$ cat config.mk
export PLATFORM = sky130hd
export DESIGN_NAME = blend_pulldown_detect_restore
export DESIGN_NICKNAME = d
export VERILOG_FILES = /design/src/rtl/core/bpdr_pkg.sv /design/src/rtl/core/bpdr_front.sv /design/src/rtl/core/bpdr_scale.sv /design/src/rtl/core/bpdr_decide.sv /design/src/rtl/core/blend_pulldown_detect_restore.sv
export SDC_FILE = /design/constraint.sdc
export NUM_CORES = 2
export LEC_CHECK = 0
export BUFFER_PORTS_ARGS = -buffer_cell sky130_fd_sc_hd__buf_2
export CAP_MARGIN = 20
export CELL_PAD_IN_SITES_DETAIL_PLACEMENT = 1
export CELL_PAD_IN_SITES_GLOBAL_PLACEMENT = 1
export CORE_MARGIN = 4
export CORE_UTILIZATION = 25
export CTS_CLUSTER_SIZE = 28
export DETAILED_ROUTE_END_ITERATION = 10
export PLACE_DENSITY_LB_ADDON = 0.1
export SYNTH_ARGS = -nofsm -noshare
export SYNTH_HDL_FRONTEND = slang
export SYNTH_SLANG_ARGS = --single-unit
$ cat constraint.sdc
create_clock -name i_clk -period 26.2 [get_ports i_clk]
set_input_delay 1.31 -clock i_clk [delete_from_list [all_inputs] [get_ports i_clk]]
set_output_delay 1.31 -clock i_clk [all_outputs]
set_load 0.05 [all_outputs]
$ cat src/rtl/core/bpdr_pkg.sv
package bpdr_pkg;

    localparam int ACC_W   = 32;
    localparam int FI_W    = 20;
    localparam int PIX_W   = 8;
    localparam int THR_W   = 7;
    localparam int NF_W    = 7;
    localparam int FT_W    = 20;
    localparam int DIST_W  = 32;
    localparam int CFG_W   = 20;
    localparam int CIDX_W  = 2;
    localparam int T10_W   = 11;
    localparam int K_W     = 10;
    localparam int PROD_W  = ACC_W + T10_W;

    localparam logic [T10_W-1:0] THR_SCALE    = T10_W'(10);
    localparam logic [T10_W-1:0] THR10_RESET  = T10_W'(100);
    localparam logic [NF_W-1:0]  NF_RESET     = NF_W'(5);
    localparam logic [FT_W-1:0]  FT_RESET     = '1;
    localparam logic [K_W-1:0]   K_NORM       = K_W'(1000);
    localparam logic [K_W-1:0]   K_NORM_BONUS = K_W'(700);
    localparam logic [K_W-1:0]   K_RAW        = K_W'(10);
    localparam logic [K_W-1:0]   K_RAW_BONUS  = K_W'(7);
    localparam logic [FI_W-1:0]  REPEAT_GAP   = FI_W'(1);
    localparam logic [FI_W-1:0]  BONUS_GAP    = FI_W'(5);
    localparam logic [FI_W-1:0]  TAIL_FRAMES  = FI_W'(2);
    localparam logic [ACC_W-1:0] NORM_MIN     = ACC_W'(1);

    typedef logic [ACC_W-1:0]  t_acc;
    typedef logic [PROD_W-1:0] t_prod;

    typedef enum logic [1:0] {
        ACT_PASS    = 2'd0,
        ACT_RESTORE = 2'd1,
        ACT_REPEAT  = 2'd2
    } t_action;

    typedef enum logic [CIDX_W-1:0] {
        CFG_THRESH = 2'd0,
        CFG_NOISE  = 2'd1,
        CFG_TOTAL  = 2'd2
    } t_cfg_idx;

    typedef struct packed {
        logic [PIX_W-1:0] pixel_prev;
        logic [PIX_W-1:0] pixel_cur;
        logic [PIX_W-1:0] pixel_next;
        logic [PIX_W-1:0] pixel_next2;
        logic             is_luma;
        logic             last_of_frame;
        logic [FI_W-1:0]  frame_index;
    } t_in;

    typedef struct packed {
        logic [PIX_W-1:0]  restored_pixel;
        logic              frame_done;
        t_action           frame_action;
        logic [DIST_W-1:0] dist_prev_sum;
        logic [DIST_W-1:0] dist_next_sum;
    } t_out;

    typedef struct packed {
        logic            vld;
        logic [FI_W-1:0] frame;
    } t_rmv;

    typedef struct packed {
        logic [PIX_W-1:0] restored;
        logic             last;
        logic             dec;
        t_action          act;
        logic             bonus;
        logic [FI_W-1:0]  fi;
        t_acc             dist_cur;
        t_acc             dist_next;
        t_acc             mot_prev;
        t_acc             mot_next;
    } t_s2;

    typedef struct packed {
        logic [PIX_W-1:0]  restored;
        logic              last;
        logic              dec;
        t_action           act;
        logic [FI_W-1:0]   fi;
        logic [DIST_W-1:0] dp;
        logic [DIST_W-1:0] dn;
        logic              norm;
        t_prod             a_cur;
        t_prod             a_next;
        t_prod             b_prev;
        t_prod             b_next;
    } t_s3;

endpackage

$ cat src/rtl/core/bpdr_front.sv
module bpdr_front (
    input  logic                        i_clk,
    input  logic                        i_rst_n,
    input  logic                        i_load,
    input  bpdr_pkg::t_in               i_item,
    input  logic                        i_adv,
    input  logic [bpdr_pkg::NF_W-1:0]   i_noise,
    input  logic [bpdr_pkg::FT_W-1:0]   i_total,
    input  bpdr_pkg::t_rmv              i_rmv,
    output bpdr_pkg::t_s2               o_s2
);
    import bpdr_pkg::*;

    localparam int CMP_W = (FI_W + 1 > FT_W) ? FI_W + 1 : FT_W;

    t_in   r_in;
    t_s2   r_s2;
    t_s2   n_s2;
    t_acc  r_rc, r_rn, r_mp, r_mn;
    t_acc  n_rc, n_rn, n_mp, n_mn;
    t_acc  x_rc, x_rn, x_mp, x_mn;

    logic [PIX_W+1:0] pos, neg, dif;
    logic [PIX_W:0]   half, sum_p, sum_nn;
    logic [PIX_W-1:0] rest, avg_p, avg_nn;
    logic [CMP_W-1:0] fi_tail;
    logic             boundary, repeat_fr, evaluated;

    function automatic logic [PIX_W-1:0] absdiff(input logic [PIX_W-1:0] a,
                                                 input logic [PIX_W-1:0] b);
        return (a > b) ? a - b : b - a;
    endfunction

    function automatic t_acc acc_add(input t_acc acc, input logic [PIX_W-1:0] d,
                                     input logic [NF_W-1:0] nf);
        logic [ACC_W:0] s;
        s = {1'b0, acc} + (ACC_W + 1)'(d);
        if (d > PIX_W'(nf)) begin
            return s[ACC_W] ? '1 : s[ACC_W-1:0];
        end
        return acc;
    endfunction

    always_comb begin
        pos  = (PIX_W + 2)'({r_in.pixel_cur, 1'b0}) + (PIX_W + 2)'({r_in.pixel_next, 1'b0});
        neg  = (PIX_W + 2)'(r_in.pixel_prev) + (PIX_W + 2)'(r_in.pixel_next2);
        dif  = pos - neg;
        half = dif[PIX_W+1:1];
        if (pos <= neg) begin
            rest = '0;
        end else if (half[PIX_W]) begin
            rest = '1;
        end else begin
            rest = half[PIX_W-1:0];
        end
        sum_p  = (PIX_W + 1)'(r_in.pixel_prev) + (PIX_W + 1)'(rest);
        sum_nn = (PIX_W + 1)'(r_in.pixel_next2) + (PIX_W + 1)'(rest);
        avg_p  = sum_p[PIX_W:1];
        avg_nn = sum_nn[PIX_W:1];

        fi_tail   = CMP_W'(r_in.frame_index) + CMP_W'(TAIL_FRAMES);
        boundary  = (r_in.frame_index == '0) || (fi_tail >= CMP_W'(i_total));
        repeat_fr = !boundary && i_rmv.vld
                    && (r_in.frame_index == i_rmv.frame + REPEAT_GAP);
        evaluated = !boundary && !repeat_fr;

        x_rc = r_rc;
        x_rn = r_rn;
        x_mp = r_mp;
        x_mn = r_mn;
        if (evaluated && r_in.is_luma) begin
            x_rc = acc_add(r_rc, absdiff(avg_p, r_in.pixel_cur), i_noise);
            x_rn = acc_add(r_rn, absdiff(avg_nn, r_in.pixel_next), i_noise);
            x_mp = acc_add(r_mp, absdiff(r_in.pixel_cur, r_in.pixel_prev), i_noise);
            x_mn = acc_add(r_mn, absdiff(r_in.pixel_cur, r_in.pixel_next), i_noise);
        end

        n_rc = r_in.last_of_frame ? '0 : x_rc;
        n_rn = r_in.last_of_frame ? '0 : x_rn;
        n_mp = r_in.last_of_frame ? '0 : x_mp;
        n_mn = r_in.last_of_frame ? '0 : x_mn;

        n_s2.restored  = rest;
        n_s2.last      = r_in.last_of_frame;
        n_s2.dec       = r_in.last_of_frame && evaluated;
        n_s2.act       = repeat_fr ? ACT_REPEAT : ACT_PASS;
        n_s2.bonus     = i_rmv.vld && (r_in.frame_index == i_rmv.frame + BONUS_GAP);
        n_s2.fi        = r_in.frame_index;
        n_s2.dist_cur  = r_in.last_of_frame ? x_rc : '0;
        n_s2.dist_next = r_in.last_of_frame ? x_rn : '0;
        n_s2.mot_prev  = r_in.last_of_frame ? x_mp : '0;
        n_s2.mot_next  = r_in.last_of_frame ? x_mn : '0;
    end

    always_ff @(posedge i_clk) begin
        if (!i_rst_n) begin
            r_rc <= '0;
            r_rn <= '0;
            r_mp <= '0;
            r_mn <= '0;
        end else if (i_adv) begin
            r_rc <= n_rc;
            r_rn <= n_rn;
            r_mp <= n_mp;
            r_mn <= n_mn;
        end
    end

    always_ff @(posedge i_clk) begin
        if (i_load) begin
            r_in <= i_item;
        end
        if (i_adv) begin
            r_s2 <= n_s2;
        end
    end

    assign o_s2 = r_s2;

endmodule

$ cat src/rtl/core/bpdr_scale.sv
module bpdr_scale (
    input  logic                         i_clk,
    input  logic                         i_adv,
    input  bpdr_pkg::t_s2                i_s2,
    input  logic [bpdr_pkg::T10_W-1:0]   i_thr10,
    output bpdr_pkg::t_s3                o_s3
);
    import bpdr_pkg::*;

    localparam logic [63:0] DIST_MAX = 64'hFFFF_FFFF;

    t_s3             r_s3;
    t_s3             n_s3;
    logic [K_W-1:0]  k;
    logic            norm;

    function automatic logic [DIST_W-1:0] dist_sat(input t_acc a);
        return (64'(a) > DIST_MAX) ? '1 : DIST_W'(a);
    endfunction

    always_comb begin
        norm = (i_s2.mot_prev > NORM_MIN) && (i_s2.mot_next > NORM_MIN);
        if (norm) begin
            k = i_s2.bonus ? K_NORM_BONUS : K_NORM;
        end else begin
            k = i_s2.bonus ? K_RAW_BONUS : K_RAW;
        end
        n_s3.restored = i_s2.restored;
        n_s3.last     = i_s2.last;
        n_s3.dec      = i_s2.dec;
        n_s3.act      = i_s2.act;
        n_s3.fi       = i_s2.fi;
        n_s3.dp       = dist_sat(i_s2.dist_cur);
        n_s3.dn       = dist_sat(i_s2.dist_next);
        n_s3.norm     = norm;
        n_s3.a_cur    = t_prod'(i_s2.dist_cur) * t_prod'(k);
        n_s3.a_next   = t_prod'(i_s2.dist_next) * t_prod'(k);
        n_s3.b_prev   = t_prod'(i_s2.mot_prev) * t_prod'(i_thr10);
        n_s3.b_next   = t_prod'(i_s2.mot_next) * t_prod'(i_thr10);
    end

    always_ff @(posedge i_clk) begin
        if (i_adv) begin
            r_s3 <= n_s3;
        end
    end

    assign o_s3 = r_s3;

endmodule

$ cat src/rtl/core/bpdr_decide.sv
module bpdr_decide (
    input  logic                         i_clk,
    input  logic                         i_rst_n,
    input  logic                         i_adv,
    input  bpdr_pkg::t_s3                i_s3,
    input  logic [bpdr_pkg::T10_W-1:0]   i_thr10,
    output bpdr_pkg::t_rmv               o_rmv,
    output bpdr_pkg::t_out               o_item
);
    import bpdr_pkg::*;

    t_rmv    r_rmv;
    t_out    r_out;
    t_out    n_out;
    logic    below;
    t_prod   t10;

    always_comb begin
        t10 = t_prod'(i_thr10);
        if (i_s3.norm) begin
            below = (i_s3.a_cur < i_s3.b_prev) && (i_s3.a_cur < i_s3.b_next)
                    && (i_s3.a_next < i_s3.b_prev) && (i_s3.a_next < i_s3.b_next);
        end else begin
            below = (i_s3.a_cur < t10) && (i_s3.a_next < t10);
        end
        n_out.restored_pixel = i_s3.restored;
        n_out.frame_done     = i_s3.last;
        n_out.dist_prev_sum  = i_s3.dp;
        n_out.dist_next_sum  = i_s3.dn;
        if (!i_s3.last) begin
            n_out.frame_action = ACT_PASS;
        end else if (i_s3.dec) begin
            n_out.frame_action = below ? ACT_RESTORE : ACT_PASS;
        end else begin
            n_out.frame_action = i_s3.act;
        end
    end

    always_ff @(posedge i_clk) begin
        if (!i_rst_n) begin
            r_rmv <= '0;
        end else if (i_adv && i_s3.dec && below) begin
            r_rmv.vld   <= 1'b1;
            r_rmv.frame <= i_s3.fi;
        end
    end

    always_ff @(posedge i_clk) begin
        if (i_adv) begin
            r_out <= n_out;
        end
    end

    assign o_rmv  = r_rmv;
    assign o_item = r_out;

endmodule

$ cat src/rtl/core/blend_pulldown_detect_restore.sv
// Restores blended pulldown frames from a stream of co-located pixels of four frames and
// reports, on the last pixel of each frame, whether that frame should be replaced. Items pass
// through four registered stages (input, accumulation, multiplication, decision and output),
// and one item is taken per clock while the output is not held back by i_ready.
// The exception is the end of an evaluated frame: the next item waits in the input register
// until the decision on the frame has updated the record of the last removed frame.
// Configuration writes are taken at once and should only be made while the block is empty.
module blend_pulldown_detect_restore (
    input  logic                             i_clk,
    input  logic                             i_rst_n,
    input  logic                             i_valid,
    output logic                             o_ready,
    input  bpdr_pkg::t_in                    i_item,
    output logic                             o_valid,
    input  logic                             i_ready,
    output bpdr_pkg::t_out                   o_item,
    input  logic                             i_cfg_valid,
    output logic                             o_cfg_ready,
    input  logic [bpdr_pkg::CIDX_W-1:0]      i_cfg_index,
    input  logic [bpdr_pkg::CFG_W-1:0]       i_cfg_data
);
    import bpdr_pkg::*;

    logic [T10_W-1:0] r_thr10, n_thr10;
    logic [NF_W-1:0]  r_noise, n_noise;
    logic [FT_W-1:0]  r_total, n_total;

    logic r_v1, r_v2, r_v3, r_ov;
    logic adv1, adv2, adv3, free_out, free3, free2, hazard, load;

    t_s2  s2;
    t_s3  s3;
    t_rmv rmv;

    assign o_cfg_ready = 1'b1;

    always_comb begin
        n_thr10 = r_thr10;
        n_noise = r_noise;
        n_total = r_total;
        if (i_cfg_valid) begin
            unique case (i_cfg_index)
                CFG_THRESH: n_thr10 = T10_W'(i_cfg_data[THR_W-1:0]) * THR_SCALE;
                CFG_NOISE:  n_noise = i_cfg_data[NF_W-1:0];
                CFG_TOTAL:  n_total = i_cfg_data[FT_W-1:0];
                default:    ;
            endcase
        end
    end

    always_comb begin
        free_out = !r_ov || i_ready;
        adv3     = r_v3 && free_out;
        free3    = !r_v3 || adv3;
        adv2     = r_v2 && free3;
        free2    = !r_v2 || adv2;
        hazard   = (r_v2 && s2.dec) || (r_v3 && s3.dec);
        adv1     = r_v1 && free2 && !hazard;
        o_ready  = !r_v1 || adv1;
        load     = i_valid && o_ready;
    end

    always_ff @(posedge i_clk) begin
        if (!i_rst_n) begin
            r_thr10 <= THR10_RESET;
            r_noise <= NF_RESET;
            r_total <= FT_RESET;
            r_v1    <= 1'b0;
            r_v2    <= 1'b0;
            r_v3    <= 1'b0;
            r_ov    <= 1'b0;
        end else begin
            r_thr10 <= n_thr10;
            r_noise <= n_noise;
            r_total <= n_total;
            if (load) begin
                r_v1 <= 1'b1;
            end else if (adv1) begin
                r_v1 <= 1'b0;
            end
            if (adv1) begin
                r_v2 <= 1'b1;
            end else if (adv2) begin
                r_v2 <= 1'b0;
            end
            if (adv2) begin
                r_v3 <= 1'b1;
            end else if (adv3) begin
                r_v3 <= 1'b0;
            end
            if (adv3) begin
                r_ov <= 1'b1;
            end else if (i_ready) begin
                r_ov <= 1'b0;
            end
        end
    end

    bpdr_front u_front (
        .i_clk   (i_clk),
        .i_rst_n (i_rst_n),
        .i_load  (load),
        .i_item  (i_item),
        .i_adv   (adv1),
        .i_noise (r_noise),
        .i_total (r_total),
        .i_rmv   (rmv),
        .o_s2    (s2)
    );

    bpdr_scale u_scale (
        .i_clk   (i_clk),
        .i_adv   (adv2),
        .i_s2    (s2),
        .i_thr10 (r_thr10),
        .o_s3    (s3)
    );

    bpdr_decide u_decide (
        .i_clk   (i_clk),
        .i_rst_n (i_rst_n),
        .i_adv   (adv3),
        .i_s3    (s3),
        .i_thr10 (r_thr10),
        .o_rmv   (rmv),
        .o_item  (o_item)
    );

    assign o_valid = r_ov;

    a_action_on_done: assert property (@(posedge i_clk) disable iff (!i_rst_n)
        o_valid && (o_item.frame_action != ACT_PASS) |-> o_item.frame_done)
        else $error("frame action reported on a pixel that does not end a frame");

    a_sums_on_done: assert property (@(posedge i_clk) disable iff (!i_rst_n)
        o_valid && !o_item.frame_done |->
            (o_item.dist_prev_sum == '0) && (o_item.dist_next_sum == '0))
        else $error("distance sums reported on a pixel that does not end a frame");

    a_one_decision: assert property (@(posedge i_clk) disable iff (!i_rst_n)
        !(r_v2 && s2.dec && r_v3 && s3.dec))
        else $error("two frame decisions in flight at once");

endmodule

# Word-level counts from Yosys, hierarchy flattened
# Index checks and enable logic that the tools add are counted.
# word_totals
elab_cells	185
romBits	0
inputBits	81
regBits	747
latch_bits	0
output_inout_bits	78
memories	0
mem_bits_rw	0
# classes
n_mux	49
multipliers	5
n_eq_ne	4
magnitude_cmp	18
bitwise_logic	0
n_div	0
shifts	0
reduce_logical	42
n_addsub	20
# op_table
cell	n
$mux W32	20
$lt A42 B43 Y1	4
$mul A32 B10 Y42	4
$add A32 B8 Y33	4
$lt A42 B11 Y1	2
$gt A32 B1 Y1 const B	2
$sub A8 B8 Y8	8
$mux W8	6
$eq A20 B20 Y1	2
$gt A8 B7 Y1	4
$gt A8 B8 Y1	4
$add A8 B8 Y9	3
$add A20 B2 Y21 const B	1
$ge A21 B20 Y1	1
$add A20 B1 Y20 const B	1
$add A20 B3 Y20 const B	1
$logic_and A1 B1 Y1	20
$logic_not A20 Y1	1
$mux W1	18
$add A9 B9 Y10	1
$le A10 B10 Y1	1
$mul A7 B3 Y10 const B	1
$mux W10	1
$sub A10 B10 Y10	1
other kinds (10)	27

# Longest topological paths before layout
# depth
ltp_word	13
depth_mapped	49
depth_no_buf	47

# Hierarchy
# Synthesis repeated with hierarchy kept, for this count alone.
# hier_totals
cells_unflattened	8586
area_unflattened_um2	81852.3
# by_module_without_submodules
module	n_inst	seq_area_each_um2	area_per_inst_um2	cells_each
bpdr_scale	1	8017.7	48834.3	5070
bpdr_front	1	8988.6	23553.8	2541
bpdr_decide	1	2672.6	7638.6	767
blend_pulldown_detect_restore	1	820.8	1825.5	208

# Worst setup path before layout
# OpenSTA, ideal clock, no wires.
# synth_timing
path_kind	input to register
startpoint	in i_ready
endpoint	reg u_scale.r_s3, in the netlist u_scale.o_s3[100] (enable)
required_time_ns	25.278
setup_ns	0.922
path_slack_ns	12.165
stages	3
path_buffers	0
arrival_ns	13.113
cell_sequence	nor2b_1 -> and2_1 -> nor2b_1
# synth_between
elab_chain_cells	4
# synth_rtl
element	line	source
from (decl)	blend_pulldown_detect_restore.sv:15	input logic i_ready,
$logic_or A1 B1 Y1	blend_pulldown_detect_restore.sv:52	free_out = !r_ov || i_ready;
$logic_and A1 B1 Y1	blend_pulldown_detect_restore.sv:53	adv3 = r_v3 && free_out;
$logic_or A1 B1 Y1	blend_pulldown_detect_restore.sv:54	free3 = !r_v3 || adv3;
$logic_and A1 B1 Y1	blend_pulldown_detect_restore.sv:55	adv2 = r_v2 && free3;
named net adv2	blend_pulldown_detect_restore.sv:29	logic adv1, adv2, adv3, free_out, free3, free2, hazard, load;
to (signal assigned)	bpdr_scale.sv:44	r_s3 <= n_s3;
to (decl)	bpdr_scale.sv:12	t_s3 r_s3;
# The timed path passes the listed nets, and every way through them passes these cells.
# A chain may end at the register's enable or synchronous reset.

==> metrics.md <==
| Metric | Value |
|---|---|
| Post-synthesis async set-or-reset flop share | 0 |
| Most used cell, CP | a21oi_1 |
| Antenna violations before repair | 30 |
| # DRC | 0 |
| Reg-to-Reg End | u_front.o_s2[119] |
| Die Span Y | about 560 µm |
| Reg2reg setup slack | ~15 ns |
| Routed wire length | roughly 280000 µm |
| Largest net degree at the start of global routing | roughly 80 |
| Area grow syn2layout | 11.71% |
| Layout Skew | roughly 0.13 ns |
| Endpoints failing setup | 0 |
| Aggregate global routing overflow | 0 |
| Placeable Area | roughly 0.31 mm² |
| RSZ-0062 raised after global routing | no |
| Initial core utilization | 0.2517 |
| Critical path class | register to register |
| FF+latch count, synth | roughly 740 |
| Post-synth net total | about 9600 |
| Critical path arrival | 12.24 ns |
| Crit path required time | ~27 ns |
| Share of cells above drive strength 1 | 0.06288 |
| Synth warn | 0 |
| Final hold vios | 0 |
| R2r startpoint | u_front.r_in[39] |
| Vias per inst | 4.701 |
| Number of global-route vias before repair | 63810 |
| Total vias in the final route | 56790 |
| CP Launch Type | register |
| CP peak stage delay | approximately 0.86 ns |
| Post-route setup TNS | 0 ns |
| Worst-skew pair later-pin latency | 0.88 ns |
| Cts hold-fix bufs | 0 |
| CP Capture Type | register |
| Synth Flop Type | edfxtp_1 |
| Fill cell count | 34950 |
| Min-Delay Path Class | register to register |
| Yosys cell types | 100 |
| Post-CTS Resized | 0 |
| Top Ports | 159 |
| Outcome | completed |
| First-pass GRT wire length | around 430000 µm |
| Layout Nets | between 9000 and 10000 |
| Max Fanout on Critical Path | 19 |
| Die ar. | 0.3174 mm² |
| Sequential area share after synthesis | 0.2639 |
| DP Wirelength | 225700 µm |
| R2R cell count | 40 |
| CTS Buf Count | 108 |
| Cell at the root of the clock tree | clkbuf_16 |
| Iter 0 DRT Violations | approximately 2400 |
| GPL Wtd Cong | 0.8422 |
| Final ANT Viol Nets | 0 |
| Maxcap violations | 0 |
| Slew Limit Fails | 0 |
| Slowest cell on crit path | nand3_1 |
| Max-slew headroom | 0.3050 |
| GRT Util Overall | 0.1781 |
| Chip Width | about 560 µm |
| Period utilization | 0.4439 |
| CTS Buffer Depth | 4 |
| DR top layer | met4 |
| Synthesized area | 0.07710 mm² |
| CTS tree | done |
| Worst-Margin Slew | 1.043 ns |
| Cell Rows | between 200 and 250 |
| Post-CTS Setup Bufs | 0 |
| Syn_area_per_cell | ~9.8 µm² |
| Worst-path clk slew | ~0.080 ns |
| Pre-antenna DRT Iters | 5 |
| Fmax | approximately 0.086 GHz |
| Met3 WL | between 8000 and 9000 µm |
| WL met2 | 137400 µm |
| Hold Crit Endpoint | u_decide.o_item[9] |
| Mapped Cells | between 7000 and 8000 |
| Post-synth EDFFs | roughly 550 |
| M1 WL | roughly 130000 µm |
| Hold Path Cell Cnt | 0 |
| PortBufs | 157 |
| Post-route minimum period | approximately 12 ns |
| Hold Crit Start | u_scale.o_s3[182] |
| H-tree depth | 3 |
| Sink Count | approximately 740 |
| Wire length per cell | 23.38 µm |
==> Yosys cell counts, types with 111 or more instances <==
cell	instances	area share
o21ai_0	221	0.014
nand3_1	127	0.0082
nor3_1	111	0.0072
nor2_1	417	0.020
xnor2_1	215	0.024
ha_1	677	0.11
dfxtp_1	190	0.049
edfxtp_1	551	0.21
nand2_1	844	0.041
clkbuf_1	272	0.013
a21oi_1	400	0.026
fa_1	970	0.25
inv_1	1102	0.054
and2_1	436	0.035
a21o_1	197	0.019
==> flip-flops by register name, summed over array words and instances, names as in the netlist <==
name / cells
u_front.n_s2: 21
u_decide.o_item: 75
r_v1: 1
u_scale.o_s3: 262
r_v2: 1
r_total: 20
r_noise: 7
o_valid: 1
u_front.r_rn: 32
u_front.o_s2: 160
u_front.r_in: 33
u_front.r_rc: 32
r_v3: 1
u_front.r_mn: 32
u_decide.o_rmv: 21
r_thr10: 10
u_front.r_mp: 32
==> final cells by class <==
| cell class | count | area, µm² | share of cell area |
|---|---|---|---|
| Multi-Input combinational cell | 5694 | 51420 | 0.5970 |
| Sequential cell | 741 | 20360 | 0.2364 |
| Tap cell | 4100 | 5130 | 0.05956 |
| Inverter | 1103 | 4153 | 0.04821 |
| Clock buffer | 122 | 2806 | 0.03258 |
| Timing Repair Buffer | 232 | 1373 | 0.01594 |
| Clock inverter | 75 | 848.3 | 0.009849 |
| Antenna cell | 13 | 32.53 | 0.0003777 |
==> metrics by stage <==
step,setup slack (ns),cell area (µm²),hold WS (ns),std cells,utilization
global route,13.33,86110,0.3841,12070,0.2811
CTS,14.49,86100,0.3725,12070,0.2811
detailed placement,14.65,82440,0.4057,11870,0.2691
finish,14.57,86130,0.3917,12080,0.2812
floorplan,12.17,77100,0.4003,7856,-
global placement,14.90,82430,0.4007,11870,0.2691
==> kinds of logic (layout without fill, tap and decap cells) <==
family,after synthesis,in the layout,share of synthesized area
AND/OR/NAND/NOR,2376,2376,0.1518
adder cells (fa/ha/maj),1647,1647,0.3617
buffers and inverters,1421,1532,0.07018
AO/OA/AOI/OAI,1297,1297,0.1090
flip-flops,741,741,0.2639
XOR/XNOR,316,316,0.03590
multiplexers,57,57,0.007497
other,1,14,0.00004864
==> worst max-delay path, delay by kind of cell, from the launching register on <==
family,cells,cell delay [ns]
AO/OA/AOI/OAI,21,4.47
XOR/XNOR,2,0.66
adder cells (fa/ha/maj),5,2.22
buffers and inverters,2,0.45
flip-flops,1,0.65
multiplexers,1,0.38
AND/OR/NAND/NOR,9,2.51
==> worst max-delay path by stage <==
stage / startpoint / end / slack, ns / cells past startpoint
3_5_place_dp: u_front.r_in[39] / u_front.o_s2[119] / 14.65 / 40
6_report: u_front.r_in[39] / u_front.o_s2[119] / 14.57 / 40
4_1_cts: u_front.r_in[39] / u_front.o_s2[119] / 14.49 / 40
3_3_place_gp: u_front.r_in[39] / u_front.o_s2[119] / 14.90 / 40
5_1_grt: u_front.r_in[39] / u_front.o_s2[119] / 13.33 / 40
2_1_floorplan: i_ready / u_scale.o_s3[100] / 12.17 / 3
==> cells in the final DEF, fill, tap and decap left out, types with 215 or more instances in the layout <==
master,netlist,routed
inv_1,1102,1100
fa_1,970,970
nand2_1,844,841
ha_1,677,677
edfxtp_1,551,551
and2_1,436,435
nor2_1,417,414
a21oi_1,400,400
o21ai_0,221,221
xnor2_1,215,215
==> routing by layer <==
layer | GRT usage | vias up
li1 | - | 26300
met4 | 0.03854 | 0
met5 | 0 | -
met3 | 0.01698 | 235
met2 | 0.3084 | 679
met1 | 0.2400 | 29580
Power is not shown: default switching activity piles up to over one toggle a cycle in this logic, so the estimate is an artifact.
